$ cat src/hw/rtl/smca_pkg.sv
`default_nettype none

package smca_pkg;

	localparam int WINDOW_DEF = 5;

	localparam int V_W      = 13;
	localparam int SQ_W     = 25;
	localparam int LIN_W    = 30;
	localparam int QUAD_W   = 45;
	localparam int ACC_W    = 48;
	localparam int MUL_A_W  = 27;
	localparam int MUL_B_W  = 21;
	localparam int PROD_W   = MUL_A_W + MUL_B_W;
	localparam int MEAN_W   = 15;
	localparam int RAW_W    = 26;
	localparam int FAC_W    = 17;
	localparam int EC_W     = 14;
	localparam int TEMP_W   = 6;
	localparam int CFG_W    = 20;
	localparam int CFG_IDX_W = 3;

	localparam int FALLBACK_MV   = 1250;
	localparam int VWC_MAX_Q8    = 25600;
	localparam int SIM_VWC_Q8    = 8499;
	localparam int RING_RESET_Q8 = 8192;
	localparam int EC_BASE_Q24   = 13421773;
	localparam int EC_SLOPE      = 983;
	localparam int EC_SIM_Q24    = 19797116;
	localparam int TC_ONE_Q16    = 65536;
	localparam int TC_SLOPE_Q16  = 1245;
	localparam int TC_REF_DEG    = 25;
	localparam int EC_MAX        = 16383;

	typedef struct packed {
		logic                simulation_mode;
		logic [19:0]         coeff_square;
		logic [15:0]         coeff_linear;
		logic signed [15:0]  coeff_offset;
		logic [TEMP_W-1:0]   soil_temperature;
	} cfg_t;

	localparam cfg_t CFG_RESET = '{
		simulation_mode:  1'b0,
		coeff_square:     20'd64424,
		coeff_linear:     16'd2490,
		coeff_offset:     -16'sd1152,
		soil_temperature: 6'd25
	};

	typedef enum logic [CFG_IDX_W-1:0] {
		CFG_SIM    = 3'd0,
		CFG_SQUARE = 3'd1,
		CFG_LINEAR = 3'd2,
		CFG_OFFSET = 3'd3,
		CFG_TEMP   = 3'd4
	} cfg_idx_t;

	typedef struct packed {
		logic signed [V_W-1:0] sample_mv;
		logic                  read_ok;
	} in_word_t;

	typedef struct packed {
		logic [MEAN_W-1:0] moisture;
		logic [EC_W-1:0]   conductivity;
		logic [TEMP_W-1:0] temperature_out;
	} out_word_t;

	typedef enum logic [3:0] {
		ST_IDLE,
		ST_SQ,
		ST_LIN,
		ST_QUAD,
		ST_CAL,
		ST_RECIP,
		ST_CORR,
		ST_SLOPE,
		ST_EC,
		ST_DONE
	} ctrl_state_t;

	typedef enum logic [3:0] {
		STEP_NONE,
		STEP_SQ,
		STEP_LIN,
		STEP_QUAD,
		STEP_CAL,
		STEP_RECIP,
		STEP_CORR,
		STEP_SLOPE,
		STEP_EC
	} step_t;

	typedef struct packed {
		step_t step;
		logic  in_take;
		logic  out_load;
	} cmd_t;

endpackage

`default_nettype wire

$ cat src/hw/rtl/smca_ctrl.sv
`default_nettype none

module smca_ctrl (
	input  wire logic          clk,
	input  wire logic          arst_n,
	input  wire logic          in_valid,
	output logic               in_stall,
	output logic               out_valid,
	input  wire logic          out_stall,
	output smca_pkg::cmd_t     cmd
);
	import smca_pkg::*;

	ctrl_state_t state_q, state_d;
	logic        out_valid_q;

	always_ff @(posedge clk or negedge arst_n) begin
		if (!arst_n) begin
			state_q     <= ST_IDLE;
			out_valid_q <= 1'b0;
		end else begin
			state_q <= state_d;
			if (cmd.out_load) begin
				out_valid_q <= 1'b1;
			end else if (!out_stall) begin
				out_valid_q <= 1'b0;
			end
		end
	end

	always_comb begin
		state_d = state_q;
		unique case (state_q)
			ST_IDLE:  if (in_valid) state_d = ST_SQ;
			ST_SQ:    state_d = ST_LIN;
			ST_LIN:   state_d = ST_QUAD;
			ST_QUAD:  state_d = ST_CAL;
			ST_CAL:   state_d = ST_RECIP;
			ST_RECIP: state_d = ST_CORR;
			ST_CORR:  state_d = ST_SLOPE;
			ST_SLOPE: state_d = ST_EC;
			ST_EC:    state_d = ST_DONE;
			ST_DONE:  if (!out_valid_q || !out_stall) state_d = ST_IDLE;
			default:  state_d = ST_IDLE;
		endcase
	end

	always_comb begin
		cmd.in_take  = 1'b0;
		cmd.out_load = 1'b0;
		cmd.step     = STEP_NONE;
		unique case (state_q)
			ST_IDLE:  cmd.in_take = in_valid;
			ST_SQ:    cmd.step = STEP_SQ;
			ST_LIN:   cmd.step = STEP_LIN;
			ST_QUAD:  cmd.step = STEP_QUAD;
			ST_CAL:   cmd.step = STEP_CAL;
			ST_RECIP: cmd.step = STEP_RECIP;
			ST_CORR:  cmd.step = STEP_CORR;
			ST_SLOPE: cmd.step = STEP_SLOPE;
			ST_EC:    cmd.step = STEP_EC;
			ST_DONE:  cmd.out_load = !out_valid_q || !out_stall;
			default:  cmd.step = STEP_NONE;
		endcase
	end

	assign in_stall  = (state_q != ST_IDLE);
	assign out_valid = out_valid_q;

	// An accepted word reaches the final state after stepping through every calculation state in order.
	a_fixed_latency: assert property (@(posedge clk) disable iff (!arst_n)
		(in_valid && !in_stall) |-> ##9 (state_q == ST_DONE))
		else $error("controller did not reach the final step on time");

	a_one_at_a_time: assert property (@(posedge clk) disable iff (!arst_n)
		(in_valid && !in_stall) |=> in_stall)
		else $error("a second word was taken while one was in work");

endmodule

`default_nettype wire

$ cat src/hw/rtl/smca_dp.sv
`default_nettype none

module smca_dp #(
	parameter int WINDOW = smca_pkg::WINDOW_DEF
) (
	input  wire logic                clk,
	input  wire logic                arst_n,
	input  wire smca_pkg::cmd_t      cmd,
	input  wire smca_pkg::cfg_t      cfg,
	input  wire smca_pkg::in_word_t  in_word,
	output smca_pkg::out_word_t      out_word
);
	import smca_pkg::*;

	localparam int SUM_W  = $clog2(WINDOW * VWC_MAX_Q8 + 1);
	localparam int SLOT_W = (WINDOW > 1) ? $clog2(WINDOW) : 1;
	localparam int RECIP  = (1 << SUM_W) / WINDOW;
	localparam logic [SUM_W-1:0] SUM_RESET = SUM_W'(WINDOW * RING_RESET_Q8);

	logic signed [V_W-1:0]    v_q;
	logic [SQ_W-1:0]          sq_q;
	logic signed [LIN_W-1:0]  lin_q;
	logic [QUAD_W-1:0]        quad_q;
	logic [FAC_W-1:0]         factor_q;
	logic [MEAN_W-1:0]        qest_q;
	logic [MEAN_W-1:0]        mean_q;
	logic [RAW_W-1:0]         raw_q;
	logic [EC_W-1:0]          ec_q;
	out_word_t                out_q;

	logic [MEAN_W-1:0]        ring_q [WINDOW];
	logic [SLOT_W-1:0]        slot_q;
	logic [SUM_W-1:0]         sum_q;

	logic signed [MUL_A_W-1:0] mul_a;
	logic signed [MUL_B_W-1:0] mul_b;
	logic signed [PROD_W-1:0]  prod;

	logic signed [6:0]        tdiff;
	logic signed [17:0]       factor;
	logic [ACC_W-1:0]         acc;
	logic [23:0]              acc_hi;
	logic [MEAN_W-1:0]        entry;
	logic [SUM_W-1:0]         qw;
	logic [SUM_W-1:0]         rem;
	logic [SUM_W-1:0]         mean_mul;
	logic [19:0]              ec_full;

	always_comb begin
		mul_a = '0;
		mul_b = '0;
		unique case (cmd.step)
			STEP_SQ: begin
				mul_a = MUL_A_W'(v_q);
				mul_b = MUL_B_W'(v_q);
			end
			STEP_LIN: begin
				mul_a = MUL_A_W'(cfg.coeff_linear);
				mul_b = MUL_B_W'(v_q);
			end
			STEP_QUAD: begin
				mul_a = MUL_A_W'(sq_q);
				mul_b = MUL_B_W'(cfg.coeff_square);
			end
			STEP_RECIP: begin
				mul_a = MUL_A_W'(sum_q);
				mul_b = MUL_B_W'(RECIP);
			end
			STEP_SLOPE: begin
				mul_a = MUL_A_W'(mean_q);
				mul_b = MUL_B_W'(EC_SLOPE);
			end
			STEP_EC: begin
				mul_a = MUL_A_W'(raw_q);
				mul_b = MUL_B_W'(factor_q);
			end
			default: begin
				mul_a = '0;
				mul_b = '0;
			end
		endcase
	end

	assign prod = mul_a * mul_b;

	assign tdiff  = $signed({1'b0, cfg.soil_temperature}) - 7'sd25;
	assign factor = 18'(TC_ONE_Q16) + 18'(TC_SLOPE_Q16) * 18'(tdiff);

	assign acc = ACC_W'(quad_q) + (ACC_W'(lin_q) << 16) + (ACC_W'(cfg.coeff_offset) << 24);
	assign acc_hi = acc[ACC_W-1:24];

	always_comb begin
		if (cfg.simulation_mode) begin
			entry = MEAN_W'(SIM_VWC_Q8);
		end else if (acc[ACC_W-1]) begin
			entry = '0;
		end else if (acc_hi > 24'(VWC_MAX_Q8)) begin
			entry = MEAN_W'(VWC_MAX_Q8);
		end else begin
			entry = acc_hi[MEAN_W-1:0];
		end
	end

	assign qw       = SUM_W'(qest_q) * SUM_W'(WINDOW);
	assign rem      = sum_q - qw;
	assign mean_mul = SUM_W'(mean_q) * SUM_W'(WINDOW);
	assign ec_full  = prod[PROD_W-1:28];

	always_ff @(posedge clk or negedge arst_n) begin
		if (!arst_n) begin
			for (int i = 0; i < WINDOW; i++) begin
				ring_q[i] <= MEAN_W'(RING_RESET_Q8);
			end
			slot_q <= '0;
			sum_q  <= SUM_RESET;
		end else if (cmd.step == STEP_CAL) begin
			ring_q[slot_q] <= entry;
			slot_q <= (slot_q == SLOT_W'(WINDOW - 1)) ? '0 : slot_q + 1'b1;
			sum_q  <= sum_q - SUM_W'(ring_q[slot_q]) + SUM_W'(entry);
		end
	end

	always_ff @(posedge clk) begin
		if (cmd.in_take) begin
			v_q <= in_word.read_ok ? in_word.sample_mv : V_W'(FALLBACK_MV);
		end
		unique case (cmd.step)
			STEP_SQ: begin
				sq_q     <= prod[SQ_W-1:0];
				factor_q <= factor[FAC_W-1:0];
			end
			STEP_LIN:   lin_q  <= prod[LIN_W-1:0];
			STEP_QUAD:  quad_q <= prod[QUAD_W-1:0];
			STEP_RECIP: qest_q <= prod[SUM_W +: MEAN_W];
			STEP_CORR:  mean_q <= (rem >= SUM_W'(WINDOW)) ? qest_q + 1'b1 : qest_q;
			STEP_SLOPE: begin
				raw_q <= cfg.simulation_mode ? RAW_W'(EC_SIM_Q24)
				                             : RAW_W'(EC_BASE_Q24) + prod[RAW_W-1:0];
			end
			STEP_EC: begin
				ec_q <= (ec_full > 20'(EC_MAX)) ? EC_W'(EC_MAX) : ec_full[EC_W-1:0];
			end
			default: begin
			end
		endcase
		if (cmd.out_load) begin
			out_q.moisture        <= mean_q;
			out_q.conductivity    <= ec_q;
			out_q.temperature_out <= cfg.soil_temperature;
		end
	end

	assign out_word = out_q;

	// The corrected quotient must be the exact truncated mean of the running sum.
	a_exact_mean: assert property (@(posedge clk) disable iff (!arst_n)
		(cmd.step == STEP_CORR) |=> (mean_mul <= sum_q) && ((sum_q - mean_mul) < SUM_W'(WINDOW)))
		else $error("mean does not match the running sum");

	a_slot_range: assert property (@(posedge clk) disable iff (!arst_n)
		slot_q <= SLOT_W'(WINDOW - 1))
		else $error("write slot out of range");

	a_sum_range: assert property (@(posedge clk) disable iff (!arst_n)
		sum_q <= SUM_W'(WINDOW * VWC_MAX_Q8))
		else $error("running sum exceeds a full window of maximum entries");

endmodule

`default_nettype wire

$ cat src/hw/rtl/soil_moisture_calibrate_average_core.sv
// Soil moisture calibration and moving average.
// Input channel: in_valid, in_stall and in_word carry one probe sample in millivolts
// and a read flag; a word is taken when in_valid is high and in_stall is low.
// Output channel: out_valid, out_stall and out_word carry the averaged moisture in
// 1/256 percent, the compensated conductivity in 1/4096 dS/m and the temperature.
// Configuration: cfg_we writes cfg_data into the register chosen by cfg_index
// (simulation mode, three calibration coefficients, soil temperature); write only
// while no word is in work.
// out_valid rises when a finished word enters the output register once the output
// is free; in_stall stays high until that word leaves its last step. Each word walks
// the steps square, linear, quadratic, calibrate, reciprocal, correct, slope and
// conductivity; all but calibrate and correct use one shared 27x21 multiplier.
// The next word is taken while a finished result still waits on a stalled output;
// that word then holds in its last step until the output register is free.
// Reset clears the controller, sets every history entry to 32 percent, the running
// sum to match, the write slot to zero and the configuration registers to defaults.
`default_nettype none

module soil_moisture_calibrate_average_core #(
	parameter int WINDOW = smca_pkg::WINDOW_DEF
) (
	input  wire logic                              clk,
	input  wire logic                              arst_n,
	input  wire logic                              in_valid,
	output logic                                   in_stall,
	input  wire smca_pkg::in_word_t                in_word,
	output logic                                   out_valid,
	input  wire logic                              out_stall,
	output smca_pkg::out_word_t                    out_word,
	input  wire logic                              cfg_we,
	input  wire logic [smca_pkg::CFG_IDX_W-1:0]    cfg_index,
	input  wire logic [smca_pkg::CFG_W-1:0]        cfg_data
);
	import smca_pkg::*;

	cfg_t cfg_q;
	cmd_t cmd;

	always_ff @(posedge clk or negedge arst_n) begin
		if (!arst_n) begin
			cfg_q <= CFG_RESET;
		end else if (cfg_we) begin
			unique case (cfg_index)
				CFG_SIM:    cfg_q.simulation_mode  <= cfg_data[0];
				CFG_SQUARE: cfg_q.coeff_square     <= cfg_data[19:0];
				CFG_LINEAR: cfg_q.coeff_linear     <= cfg_data[15:0];
				CFG_OFFSET: cfg_q.coeff_offset     <= $signed(cfg_data[15:0]);
				CFG_TEMP:   cfg_q.soil_temperature <= cfg_data[TEMP_W-1:0];
				default: begin
				end
			endcase
		end
	end

	smca_ctrl u_ctrl (
		.clk       (clk),
		.arst_n    (arst_n),
		.in_valid  (in_valid),
		.in_stall  (in_stall),
		.out_valid (out_valid),
		.out_stall (out_stall),
		.cmd       (cmd)
	);

	smca_dp #(
		.WINDOW (WINDOW)
	) u_dp (
		.clk      (clk),
		.arst_n   (arst_n),
		.cmd      (cmd),
		.cfg      (cfg_q),
		.in_word  (in_word),
		.out_word (out_word)
	);

endmodule

`default_nettype wire
$ cat config.mk
export PLATFORM = sky130hd
export DESIGN_NAME = soil_moisture_calibrate_average_core
export DESIGN_NICKNAME = d
export VERILOG_FILES = /design/src/hw/rtl/smca_pkg.sv /design/src/hw/rtl/smca_ctrl.sv /design/src/hw/rtl/smca_dp.sv /design/src/hw/rtl/soil_moisture_calibrate_average_core.sv
export SDC_FILE = /design/constraint.sdc
export NUM_CORES = 2
export LEC_CHECK = 0
export ABC_AREA = 1
export CAP_MARGIN = 20
export CORE_UTILIZATION = 45
export CTS_CLUSTER_SIZE = 30
export DETAILED_ROUTE_END_ITERATION = 10
export DONT_BUFFER_PORTS = 1
export HOLD_SLACK_MARGIN = 0.08
export PLACE_DENSITY_LB_ADDON = 0.1
export SYNTH_ARGS = -nofsm -noshare
export SYNTH_HDL_FRONTEND = slang
export SYNTH_HIERARCHICAL = 1
export SYNTH_SLANG_ARGS = --single-unit
$ cat constraint.sdc
create_clock -name clk -period 12.1 [get_ports clk]
set_input_delay 0.605 -clock clk [delete_from_list [all_inputs] [get_ports clk]]
set_output_delay 0.605 -clock clk [all_outputs]
set_load 0.02 [all_outputs]
==> reports/results.txt <==
Ys flop type: edfxtp_1
Largest net degree at the start of global routing: 160
Via count: 34670
Synthesized area: 44000 µm²
Register bit total from synthesis: 378
Die ar.: 98900 µm²
Clk slew on worst S/H paths: 0.07 ns
CTS tree: yes
Initial antenna violation count: 3
Post-Synthesis Cells: 5289
Worst-case clock buffer depth: 3
Worst path bufs/invs: 9
Max cap viols: 0
Post-synth EDFFs: 219
Ys Warns: 6
Crit path largest cell delay: 0.81 ns
Reg2reg setup slack: 1.08 ns
Row cnt: 114
GRT Total Usage: 0.292
Max_slew headroom: 0.237
Fin. max-slew vios: 0
Synth unique cells: 59
Vias in the first global route: 34721
Input/output buffers: 0
Worst-Skew Late Latency: 0.58 ns
Total core area: 96700 µm²
Number of vias per cell: 5.24
Clock period minus worst slack: 11.02 ns
GP Congestion: 0.973
Die Y-Extent: 315 µm
Tcrit/Tclk final: 0.911
Chip width: 315 µm
CP endpoint kind: flop
CP delay by family, top: simple AND/OR/NAND/NOR gates
Drt total wl: 141 mm
Global-route wire length before repair: 215 mm
Worst setup path class: reg2reg
Worst R2R End: u_dp/ec_q[12]
Share of layout cells above drive strength 1: 0.0548
Setup TNS: 0 ns
Clk_skew: 0.0344 ns
WL/cell: 21.4 µm
DRT Pass-1 Iters: 6
Min-Delay Path Class: in2async
Root buf cell: clkbuf_16
Drt drc: 0
Status: finished clean
DR iter-0 viols: 3047
Max FO, Critical Path: 20
Async SR Flop Fraction: 0.421
CTS sink count: 378
CP required: 12.37 ns
Synth top area cells: fa_1 (29%), edfxtp_1 (15%), nand2_1 (11%)
Mapped Nets: 6222
Final-report setup violation count: 0
Worst path arrival time: 11.29 ns
Area Overhead vs Synth: 6.95%
Startpoint types: flop
Seq/Total Area, Yosys: 0.241
Top cell type by total area after synthesis: fa_1
Gr ovfl total: 0
RSZ-0062 raised after global routing: no
Fmax: 90.8 MHz
Hpwl dp: 115 mm
Mean Syn Cell Area: 8.31 µm²
R2R depth: 33
Slowest stage cell, crit path: nor2_1
Layout Nets: 6236
Inserted Clock Buffers: 38
Antenna viol nets, final: 0
Hold Violations, Final: 0
Initial Util: 0.455
H-tree Lvls: 2
Synth top area share: 0.291
I/O pins: 79
R2r startpoint: u_ctrl/state_q[1]
Slew of the pin with the lowest slew margin: 1.14 ns
## synth_stat cells, types with 4 or more instances
| cell type | number |
|---|---|
| a21boi_0 | 5 |
| a21o_1 | 9 |
| a21oi_1 | 146 |
| a21oi_2 | 4 |
| a221oi_1 | 18 |
| a22o_1 | 13 |
| a22oi_1 | 10 |
| a31oi_1 | 17 |
| and3_1 | 5 |
| buf_1 | 6 |
| buf_2 | 32 |
| buf_6 | 5 |
| clkbuf_1 | 77 |
| clkinv_1 | 16 |
| dfrtp_1 | 124 |
| dfstp_2 | 35 |
| edfxtp_1 | 219 |
| fa_1 | 640 |
| ha_1 | 251 |
| inv_1 | 1274 |
| inv_2 | 9 |
| nand2_1 | 1318 |
| nand2_2 | 12 |
| nand2_4 | 8 |
| nand3_1 | 171 |
| nand3_2 | 4 |
| nand3b_1 | 9 |
| nand4_1 | 44 |
| nor2_1 | 420 |
| nor2_2 | 15 |
| nor2_4 | 13 |
| nor3_1 | 25 |
| nor4_1 | 8 |
| nor4_2 | 5 |
| o211ai_1 | 4 |
| o21a_1 | 6 |
| o21ai_0 | 124 |
| o21ai_1 | 25 |
| o21bai_1 | 14 |
| o221ai_1 | 9 |
| o22ai_1 | 6 |
| or2_2 | 11 |
| xnor2_1 | 33 |
| xor2_1 | 67 |
## area by class of cell
class,count,area [µm²]
Multi-Input combinational cell,3488,27900
Sequential cell,378,10600
Timing Repair Buffer,98,763
Inverter,1299,4880
Fill cell,9637,49700
Tap cell,1276,1600
Antenna cell,3,7.51
Clock inverter,22,186
Clock buffer,48,1060
## logic make-up after synthesis
kind of cell | Yosys count | share of synthesized area
buf+inv | 1423 | 0.124
fa+ha+maj | 891 | 0.363
compound gates | 420 | 0.0557
flops | 378 | 0.241
xor+xnor | 101 | 0.0203
simple gates | 2076 | 0.196
## how the worst max path moves through the flow
| stage | startpoint | to | slack, ns | depth (start not counted) |
|---|---|---|---|---|
| 2_1_floorplan | u_ctrl/state_q[3] | u_dp/ec_q[0] | 3.14 | 34 |
| 3_3_place_gp | u_ctrl/state_q[1] | u_dp/raw_q[25] | 1.07 | 38 |
| 3_5_place_dp | u_ctrl/state_q[1] | u_dp/ec_q[11] | 1.28 | 35 |
| 4_1_cts | u_ctrl/state_q[1] | u_dp/ec_q[11] | 1.29 | 35 |
| 5_1_grt | u_ctrl/state_q[3] | u_dp/ec_q[3] | 0.49 | 33 |
| 6_report | u_ctrl/state_q[1] | u_dp/ec_q[12] | 1.08 | 33 |
## layout by cell type, fill, tap and decap left out, types with 11 or more instances in the layout
cell       instances
nand2_1         1318
inv_1           1273
fa_1             640
nor2_1           419
ha_1             251
edfxtp_1         219
nand3_1          171
a21oi_1          146
dfrtp_1          124
o21ai_0          123
buf_4             96
xor2_1            67
nand4_1           44
clkbuf_16         39
dfstp_2           35
xnor2_1           33
o21ai_1           25
nor3_1            25
clkinv_1          18
a221oi_1          18
a31oi_1           17
nor2_2            15
nor2_4            14
o21bai_1          14
a22o_1            13
nand2_2           12
or2_2             11
## repair_timing
action	4_1_cts	5_1_grt
endpoints found under the hold margin	159	0
hold buffers	1	0
resized for setup	0	0
buffers inserted	0	0
## routing by layer
metal  part of all wire  wire, µm  global-route usage  vias up
li1                   -         -                   -    15954
met1               0.45     63500               0.420    17405
met2               0.46     64800               0.468     1119
met3              0.063      8880              0.0345      192
met4              0.029      4060              0.0748        0
met5                  0         0                   0        -
## per-stage QoR
step	cell area [µm²]	utilization	std cells	hold slack [ns]	setup slack [ns]
after floorplan	44000	-	5289	0.309	3.14
after global routing	47000	0.486	6609	0.113	0.493
after CTS	47000	0.486	6607	0.0851	1.29
after detailed placement	45700	0.473	6536	0.315	1.28
final	47000	0.486	6612	0.0268	1.08
after global placement	45700	0.472	6533	0.314	1.07
## sequential cells by signal, summed over array words and instances, names as in the netlist, 17 cells and up
| signal | count |
|---|---|
| u_dp/out_word | 35 |
| u_dp/factor_q | 17 |
| u_dp/sum_q | 17 |
| cfg_q | 59 |
| u_dp/raw_q | 26 |
| u_dp/sq_q | 25 |
| u_dp/ring_q | 75 |
| u_dp/lin_q | 30 |
| u_dp/quad_q | 29 |
Power is not shown: default switching activity piles up to over one toggle a cycle in this logic, so the estimate is an artifact.
